<file path="src/rtl/ptst_pkg.sv">
package ptst_pkg;

  localparam int SLOTS       = 4;
  localparam int COUNT_BITS  = 16;
  localparam int PERIOD_BITS = 16;
  localparam int SLOT_IW     = (SLOTS > 1) ? $clog2(SLOTS) : 1;
  localparam int CMP_BITS    = (COUNT_BITS > PERIOD_BITS) ? COUNT_BITS : PERIOD_BITS;
  localparam int MASK_BITS   = 4;
  localparam int SLOT_BITS   = 2;

  typedef logic [1:0] cmd_t;

  localparam cmd_t CMD_TICK   = 2'd0;
  localparam cmd_t CMD_START  = 2'd1;
  localparam cmd_t CMD_CANCEL = 2'd2;

  typedef struct packed {
    cmd_t                   cmd;
    logic [PERIOD_BITS-1:0] period;
    logic [1:0]             slot_index;
  } in_item_t;

  typedef struct packed {
    logic [MASK_BITS-1:0] fired_mask;
    logic [SLOT_BITS-1:0] slot;
    logic                 full_res;
  } out_item_t;

  // Registered command handed to the slot table.
  typedef struct packed {
    logic     vld;
    in_item_t item;
  } stage_t;

endpackage

</file>
<file path="src/rtl/ptst_cmd_reg.sv">
module ptst_cmd_reg
  import ptst_pkg::*;
(
  input  logic     clk,
  input  logic     rst_n,
  input  logic     accept,
  input  in_item_t in_item,
  output stage_t   stage
);

  logic     vld_r;
  in_item_t item_r;

  always_ff @(posedge clk) begin
    if (!rst_n) begin
      vld_r <= 1'b0;
    end else begin
      vld_r <= accept;
    end
  end

  always_ff @(posedge clk) begin
    if (accept) begin
      item_r <= in_item;
    end
  end

  assign stage.vld  = vld_r;
  assign stage.item = item_r;

endmodule

</file>
<file path="src/rtl/ptst_slot_table.sv">
module ptst_slot_table
  import ptst_pkg::*;
(
  input  logic      clk,
  input  logic      rst_n,
  input  stage_t    stage,
  output logic      out_valid,
  output out_item_t out_item
);

  logic [SLOTS-1:0]       active_r;
  logic [SLOTS-1:0]       active_nxt;
  logic [COUNT_BITS-1:0]  count_r     [SLOTS];
  logic [COUNT_BITS-1:0]  count_nxt   [SLOTS];
  logic [PERIOD_BITS-1:0] period_r    [SLOTS];
  logic [PERIOD_BITS-1:0] period_nxt  [SLOTS];
  logic [SLOTS-1:0]       fired;
  logic [SLOT_IW-1:0]     claim;
  logic                   found;
  logic                   full;
  out_item_t              res;
  logic                   out_valid_r;
  out_item_t              out_item_r;

  // Lowest free slot
  always_comb begin
    found = 1'b0;
    claim = '0;
    for (int s = 0; s < SLOTS; s++) begin
      if (!found && !active_r[s]) begin
        found = 1'b1;
        claim = SLOT_IW'(s);
      end
    end
  end

  always_comb begin
    active_nxt = active_r;
    count_nxt  = count_r;
    period_nxt = period_r;
    fired      = '0;
    full       = 1'b0;
    if (stage.vld) begin
      unique case (stage.item.cmd)
        CMD_TICK: begin
          for (int s = 0; s < SLOTS; s++) begin
            if (active_r[s]) begin
              if (CMP_BITS'(count_r[s]) >= CMP_BITS'(period_r[s])) begin
                count_nxt[s] = '0;
                fired[s]     = 1'b1;
              end else begin
                count_nxt[s] = count_r[s] + COUNT_BITS'(1);
              end
            end
          end
        end
        CMD_START: begin
          if (found) begin
            active_nxt[claim] = 1'b1;
            period_nxt[claim] = stage.item.period;
            count_nxt[claim]  = '0;
          end else begin
            full = 1'b1;
          end
        end
        CMD_CANCEL: begin
          // indexes beyond the table match no slot
          for (int s = 0; s < SLOTS; s++) begin
            if (32'(s) == 32'(stage.item.slot_index)) begin
              active_nxt[s] = 1'b0;
            end
          end
        end
        default: ;
      endcase
    end
  end

  always_comb begin
    res = '0;
    for (int b = 0; b < MASK_BITS; b++) begin
      if (b < SLOTS) begin
        res.fired_mask[b] = fired[b];
      end
    end
    if (stage.item.cmd == CMD_START && found) begin
      res.slot = SLOT_BITS'(claim);
    end
    res.full_res = full;
  end

  always_ff @(posedge clk) begin
    if (!rst_n) begin
      active_r    <= '0;
      count_r     <= '{default: '0};
      out_valid_r <= 1'b0;
    end else begin
      active_r    <= active_nxt;
      count_r     <= count_nxt;
      out_valid_r <= stage.vld;
    end
  end

  always_ff @(posedge clk) begin
    period_r   <= period_nxt;
    out_item_r <= res;
  end

  assign out_valid = out_valid_r;
  assign out_item  = out_item_r;

endmodule

</file>
<file path="src/rtl/periodic_timer_slot_table_core.sv">
// Periodic timer slot table.
// Input: raise start with in_item (cmd, period, slot_index); the command is
// taken on that clock edge. busy stays low, so a command may be issued in
// every cycle.
//   tick   - advance every active slot, report the slots that wrap.
//   start  - claim the lowest free slot with the given period, or report full.
//   cancel - free the slot named by slot_index.
// Output: each command yields one result on out_item, shown for exactly one
// cycle with out_valid high, after the command register and the result
// register. The receiver cannot hold results off; results leave in command
// order. Throughput is one command per cycle: the command register feeds
// one pass of compare and increment per slot in parallel, straight into the
// result register.
// Reset (rst_n low, synchronous) frees all slots, clears all counts and
// drops any command in flight.
module periodic_timer_slot_table_core
  import ptst_pkg::*;
(
  input  logic      clk,
  input  logic      rst_n,
  input  logic      start,
  output logic      busy,
  input  in_item_t  in_item,
  output logic      out_valid,
  output out_item_t out_item
);

  logic   accept;
  stage_t stage;

  assign busy   = 1'b0;
  assign accept = start && !busy;

  ptst_cmd_reg u_cmd_reg (
    .clk     (clk),
    .rst_n   (rst_n),
    .accept  (accept),
    .in_item (in_item),
    .stage   (stage)
  );

  ptst_slot_table u_slot_table (
    .clk       (clk),
    .rst_n     (rst_n),
    .stage     (stage),
    .out_valid (out_valid),
    .out_item  (out_item)
  );

endmodule

</file>
<file path="config.mk">
export PLATFORM = sky130hd
export DESIGN_NAME = periodic_timer_slot_table_core
export DESIGN_NICKNAME = d
export VERILOG_FILES = /design/src/rtl/ptst_pkg.sv /design/src/rtl/ptst_cmd_reg.sv /design/src/rtl/ptst_slot_table.sv /design/src/rtl/periodic_timer_slot_table_core.sv
export SDC_FILE = /design/constraint.sdc
export NUM_CORES = 1
export LEC_CHECK = 0
export ABC_AREA = 1
export BUFFER_PORTS_ARGS = -buffer_cell sky130_fd_sc_hd__buf_2
export CAP_MARGIN = 0
export CORE_AREA = 2 2 153 155
export CTS_CLUSTER_DIAMETER = 80
export DETAILED_ROUTE_END_ITERATION = 12
export DIE_AREA = 0 0 155 157
export SLEW_MARGIN = 30
export SYNTH_ARGS = -nofsm -noshare
export SYNTH_HDL_FRONTEND = slang
export SYNTH_SLANG_ARGS = --single-unit
export TNS_END_PERCENT = 20
</file>
<file path="constraint.sdc">
create_clock -name clk -period 2 [get_ports clk]
set_clock_uncertainty 0.1 [all_clocks]
set_input_delay 0.1 -clock clk [delete_from_list [all_inputs] [get_ports clk]]
set_output_delay 0.1 -clock clk [all_outputs]
set_load 0.01 [all_outputs]
</file>
Word level (Yosys, flattened, before mapping)
Index checks and enable logic that the tools add are counted.
{"block": "word_totals", "input_bits": 23, "ff_bits": 161, "out_inout_bits": 9, "memories": 0, "ram_bits": 0, "mem_bits_ro": 0, "latchBits": 0}
{"block": "classes", "n_mux": 33, "reduce_logical": 29, "addsub": 4, "magnitude_cmp": 8, "mul": 0, "n_bitwise": 4, "n_eq_ne": 14, "div_mod_pow": 0, "shift": 0}
{"operator": "16-bit 2-to-1 mux", "n": 9}
{"operator": "64-bit case mux with 2 select lines", "n": 1}
{"operator": "16-bit by 1-bit adder with 16-bit output (second input constant)", "n": 4}
{"operator": "64-bit AND", "n": 1}
{"operator": "64-bit bitwise mux", "n": 1}
{"operator": "16-bit greater-or-equal comparator", "n": 4}
{"operator": "64-bit 2-to-1 mux", "n": 1}
{"operator": "64-bit inverter", "n": 1}
{"operator": "16-bit demux with 2-bit select", "n": 1}
{"operator": "4-bit AND reduction", "n": 8}
{"operator": "2-bit by 1-bit != test with 1-bit output (second input constant)", "n": 9}
{"operator": "1-bit 2-to-1 mux", "n": 15}
{"operator": "3-bit AND reduction", "n": 5}
{"operator": "4-bit case mux with 2 select lines", "n": 1}
{"operator": "1-bit logical AND", "n": 6}
{"operator": "1-bit logical NOT", "n": 5}
{"operator": "2-bit equality test (first input constant)", "n": 2}
{"operator": "2-bit logical NOT", "n": 2}
{"operator": "2-bit 2-to-1 mux", "n": 2}
{"operator": "4-bit 2-to-1 mux", "n": 1}
{"operator": "4-bit OR", "n": 1}
{"operator": "2-bit nonzero test", "n": 2}
{"operator": "3-bit greater-or-equal comparator (second input constant)", "n": 1}
{"operator": "2-bit by 3-bit < comparator with 1-bit output (second input constant)", "n": 1}
{"operator": "other kinds (8)", "n": 8}

Logic depth before layout (Yosys ltp)
{"block": "logic_depth", "ltp_word": 18, "depth_mapped": 16, "ltp_nobuf": 16}

Modules after synthesis
A second synthesis with hierarchy kept.
{"block": "hier_totals", "cells_unflattened": 1148, "area_unflattened_um2": 9230.1}
{"module": "ptst_slot_table", "cells_per_inst": 1122, "instances": 1, "area_per_inst_um2": 8583.2, "seq_area_each_um2": 3443.3}
{"module": "ptst_cmd_reg", "cells_per_inst": 24, "instances": 1, "area_per_inst_um2": 635.6, "seq_area_each_um2": 620.6}
{"module": "periodic_timer_slot_table_core", "cells_per_inst": 2, "instances": 1, "area_per_inst_um2": 11.3, "seq_area_each_um2": 0.0}

Worst setup path before layout
OpenSTA, ideal clock, no wires.
{"block": "synth_path", "path_type": "reg2reg", "from": "register u_slot_table.active_r[0]", "to": "register u_slot_table.period_r[16] in the netlist's numbering (enable)", "slack_ns": -0.256, "arrival_time_ns": 1.768, "synth_period_minus_slack_ns": 2.256, "path_buffers": 1, "setup_ns": 0.388, "path_stages_with_launch": 6, "required_time_ns": 1.512, "path_cell_list": "dfxtp_1 -> nand2_2 -> nor2_1 -> clkinv_1 -> clkbuf_1 -> nor2_1"}
{"block": "synth_via", "elab_chain_cells": 9, "elab_cells_between_ends": 10, "cone_classes": "mux (4); reduce/logical (6)"}
{"element": "start, declared", "line_no": "ptst_slot_table.sv:11", "source": "logic [SLOTS-1:0] active_r;"}
{"element": "start signal, assigned", "line_no": "ptst_slot_table.sv:98", "source": "active_r <= active_nxt;"}
{"element": "1-bit 2-to-1 mux / 1-bit logical AND (equally long branches)", "line_no": "ptst_slot_table.sv:30", "source": "if (!found && !active_r[s]) begin"}
{"element": "1-bit 2-to-1 mux *", "line_no": "ptst_slot_table.sv:30"}
{"element": "1-bit logical NOT", "line_no": "ptst_slot_table.sv:30"}
{"element": "1-bit logical AND", "line_no": "ptst_slot_table.sv:30"}
{"element": "1-bit 2-to-1 mux *", "line_no": "ptst_slot_table.sv:30"}
{"element": "1-bit logical NOT", "line_no": "ptst_slot_table.sv:30"}
{"element": "1-bit logical AND", "line_no": "ptst_slot_table.sv:30"}
{"element": "1-bit 2-to-1 mux *", "line_no": "ptst_slot_table.sv:30"}
{"element": "3-bit AND reduction (no line) *"}
{"element": "end signal, assigned", "line_no": "ptst_slot_table.sv:105", "source": "period_r <= period_nxt;"}
{"element": "end, declared", "line_no": "ptst_slot_table.sv:15", "source": "logic [PERIOD_BITS-1:0] period_r [SLOTS];"}
Every way passes the cells marked *; elsewhere a longest branch is shown, timed or not.
A chain may end at the register's enable or synchronous reset.

Worst setup path after layout
{"block": "layout_path", "from": "register u_slot_table.period_r[63] in the netlist's numbering", "to": "register u_slot_table.count_r[63] in the netlist's numbering"}
{"block": "layout_via", "elab_chain_cells": 4}
{"element": "16-bit greater-or-equal comparator", "line_no": "ptst_slot_table.sv:48", "source": "if (CMP_BITS'(count_r[s]) >= CMP_BITS'(period_r[s])) begin"}
{"element": "16-bit 2-to-1 mux", "line_no": "ptst_slot_table.sv:48"}
{"element": "16-bit 2-to-1 mux", "line_no": "ptst_slot_table.sv:47", "source": "if (active_r[s]) begin"}
{"element": "64-bit case mux with 2 select lines", "line_no": "ptst_slot_table.sv:44", "source": "unique case (stage.item.cmd)"}
{"element": "end signal, assigned", "line_no": "ptst_slot_table.sv:99", "source": "count_r <= count_nxt;"}
{"element": "end, declared", "line_no": "ptst_slot_table.sv:13", "source": "logic [COUNT_BITS-1:0] count_r [SLOTS];"}
Every way passes these cells. The select of a mux whose other input is x is not followed.

==> results by group <==
Status
  – Outcome: completed

Setup path
  – Worst Path Arrival: around 2200 ps
  – Crit path max fanout: 6
  – Critical path class: flop to flop
  – CP startpoint kind: flop
  – Critical R2R Launch: u_slot_table.period_r[63]$_DFFE_PP_
  – CP required: approximately 2300 ps
  – R2R cell count: 12
  – Most common cell on crit path: nor2_1
  – Critical Path Sink Type: flop
  – Beginning of the critical path: u_slot_table.period_r[63]$_DFFE_PP_
  – Worst-path cell chain: inv_1 > ha_1 > a21oi_1 > o21ai_0 > nor2_1 > nand2_2 > nor2_1 > buf_4 > nand2_1 > nand2_1 > inv_1 > nor2_1
  – CP max stage delay: between 300 and 400 ps
  – Slowest-stage cell, CP: edfxtp_1
  – R2r setup slk: between 70 and 80 ps

Global route
  – Vias in the first global route: between 6000 and 7000
  – First-pass GRT wire length: approximately 34000 um
  – Pin count of the biggest net entering global routing: 47
  – Grt total ovfl: 0
  – Initial antenna violation count: 0
  – Total GRT Usage: a little under a fifth

Logic synthesis
  – Main combinational cell family by area after synthesis: simple AND/OR/NAND/NOR gates
  – Synthesized area per cell: 8.118 um^2
  – Compound-gate portion of the synthesized area: a little over a tenth
  – FF+latch count, synth: around 160
  – Post-Synth XOR/XNOR Area: 2.746%
  – Sequential area share after synthesis: between 40% and 50%
  – Yosys cell types: 45
  – Top cell type's share of synthesized area: around 28%
  – Yosys warning total: 0
  – Syn Std Cell Area: 8930 um^2
  – Syn nets: approximately 1200
  – Post-synthesis simple-gate area fraction: ~22%
  – Mux cell area share after synthesis: 0%
  – Post-Synthesis Cells: 1100
  – Post-Synth Adder-Cell Area: a little under a tenth
  – Synth area leaders: edfxtp_1, dfxtp_1, ha_1, nand2_1, inv_1
  – Largest area contributor in the netlist: edfxtp_1

Floorplanning
  – Full die area: approximately 24000 um^2
  – CORE AREA: 22500 um^2
  – Die Wd: 155 um
  – Initial Util: 39.68%
  – Die H: approximately 160 um
  – Num ports: 32
  – Row cnt: 55

Clock network
  – Num CTS Buffers: 17
  – Clk root buf: clkbuf_16
  – Clk pin slew, worst setup/hold paths: roughly 70 ps
  – Maximum root-to-sink buffer count: 2
  – Clock latency on the worst-skew pair: 430 ps
  – H-tree depth: 4
  – CTS tree: yes
  – Clock sink count: roughly 160

STA
  – Slew HR: 61.07%
  – WHS: 78.76 ps
  – Max Fclk: just over 500 MHz
  – Final period util: a little over nine tenths
  – Setup-failing EPs final: 0
  – Pins Over Slew Limit: 0
  – Final hold vios: 0
  – Setup ws final: 70.84 ps
  – Unrepaired setup endpoints after global routing: yes
  – Least-Margin Pin Slew: 583.9 ps
  – Period minus WS final: between 1500 and 2000 ps

Detailed routing
  – WL final: 21360 um
  – DRT Pass-1 Iters: 5
  – Via count: 7299
  – DR DRC count: 0
  – Avg WL per Cell: between 10 and 15 um
  – Initial DRC Count: between 400 and 500
  – Post-DR vias/cell: ~4.9
  – Post-route ant nets: 0

Cells and area
  – P&R area growth vs syn: 20.92%
  – Inserted Diodes: 0
  – Layout cells sized above 1: 15.54%
  – Most common cell after layout, fill and taps aside: nand2_1
  – Commonest cells after routing, fill and taps aside: nand2_1, inv_1, nor2_1
  – Final net count: 1294

Worst hold path
  – Worst hold start: start
  – Hold Path Class: primary input to flop
  – Worst hold stages: 3

Place
  – # port buffers: 30
  – Gpl congestion: ~0.84
  – Place WS: 7.346 ps
  – DPL Wire Length: roughly 15000 um

Power
  – Leakage: around 4.7 nW
  – Power Dens Cells: approximately 700 nW/um^2
  – Peak supply drop: roughly 0.61 mV

Run
  – Maxcap violations: 0
==> through the flow <==
| step | instance area (um^2) | power [mW] | instances | util, % | TNS [ps] |
|---|---|---|---|---|---|
| global route | 10800 | 7.821 | 1501 | 47.98 | -547.5 |
| detailed placement | 9766 | 4.181 | 1441 | 43.40 | 0 |
| CTS | 10590 | 7.588 | 1494 | 47.07 | 0 |
| global placement | 9766 | 4.175 | 1441 | 43.40 | 0 |
| floorplan | 8940 | 3.967 | 1100 | - | -623.6 |
| finish | 10800 | 7.545 | 1501 | 47.98 | 0 |
==> per-layer routing <==
| layer | routed length, um | vias up | share of wire (%) | track usage [%] |
|---|---|---|---|---|
| met2 | 10090 | 119 | 47 | 30.37 |
| met3 | 779 | 16 | 3.6 | 3.414 |
| met5 | 0 | - | 0 | 0 |
| li1 | - | 3782 | - | - |
| met4 | 153 | 0 | 0.72 | 3.924 |
| met1 | 10340 | 3382 | 48 | 24.27 |
==> cell type report <==
class / count / area, um^2
clock buffers: 17 / 425.4
clock inverters: 15 / 181.4
fillers: 2117 / 11710
inverters: 187 / 723.2
multi-input cells: 729 / 4141
flip-flops and latches: 161 / 4070
well taps: 285 / 356.6
repair buffers: 107 / 899.6
==> cells in the mapped netlist, drive strengths merged <==
master,count
o21bai,2
nor4,1
inv,185
nand4,15
nand3b,3
buf,13
clkbuf,10
ha,68
xnor2,7
o211ai,2
nor3,19
a21oi,93
conb,1
o211a,1
nor3b,1
a211oi,1
bufinv,1
nand2,207
clkinv,1
a21o,1
a31oi,18
dfxtp,77
nand3,34
edfxtp,84
o21ai,61
xor2,21
nor2,173
==> sequential cells by signal, summed over array words and instances (netlist names) <==
signal                  flops
u_cmd_reg.vld_r             1
u_slot_table.count_r       64
u_cmd_reg.stage            20
u_slot_table.period_r      64
u_slot_table.out_item       7
u_slot_table.active_r       4
u_slot_table.out_valid      1
==> cells by family after synthesis <==
group                      Yosys count
AOI/OAI and AO/OA                  179
xor gates and xnor gates            28
buffers and inverters              210
adders and majority gates           68
DFF                                161
other                                1
and+or+nand+nor                    453
==> where the power goes <==
part / switching (mW) / leakage (nW) / internal, mW
clock network: 1.57 / 0.296 / 1.80
logic: 0.307 / 3.03 / 0.209
registers: 0.0988 / 1.40 / 3.56
total: 1.97 / 4.73 / 5.57
==> path summary, 6_finish.rpt <==
check / endpoint
setup reg to reg: u_slot_table.count_r[63]$_SDFFE_PN0P_
setup / recovery: u_slot_table.count_r[63]$_SDFFE_PN0P_
hold / removal: u_cmd_reg.vld_r$_SDFF_PN0_
hold reg to reg: u_slot_table.out_valid$_SDFF_PN0_
==> worst max-delay path: cells and delay by family (launching register included) <==
kind | cells | cell delay [ps]
and+or+nand+nor | 6 | 620
DFF | 1 | 330
adders and majority gates | 1 | 320
AOI/OAI and AO/OA | 2 | 270
buffers and inverters | 3 | 230
==> what timing repair did <==
| item | CTS | global route |
|---|---|---|
| endpoints found under the hold margin | 20 | 0 |
| hold buffers | 20 | 0 |
| pin swaps | 1 | 9 |
| setup buffers | 1 | 6 |
| cloned | 0 | 1 |
| gates resized for setup | 0 | 36 |
| setup endpoints to repair | 2 | 52 |
Power figures use the tool's default switching activity.
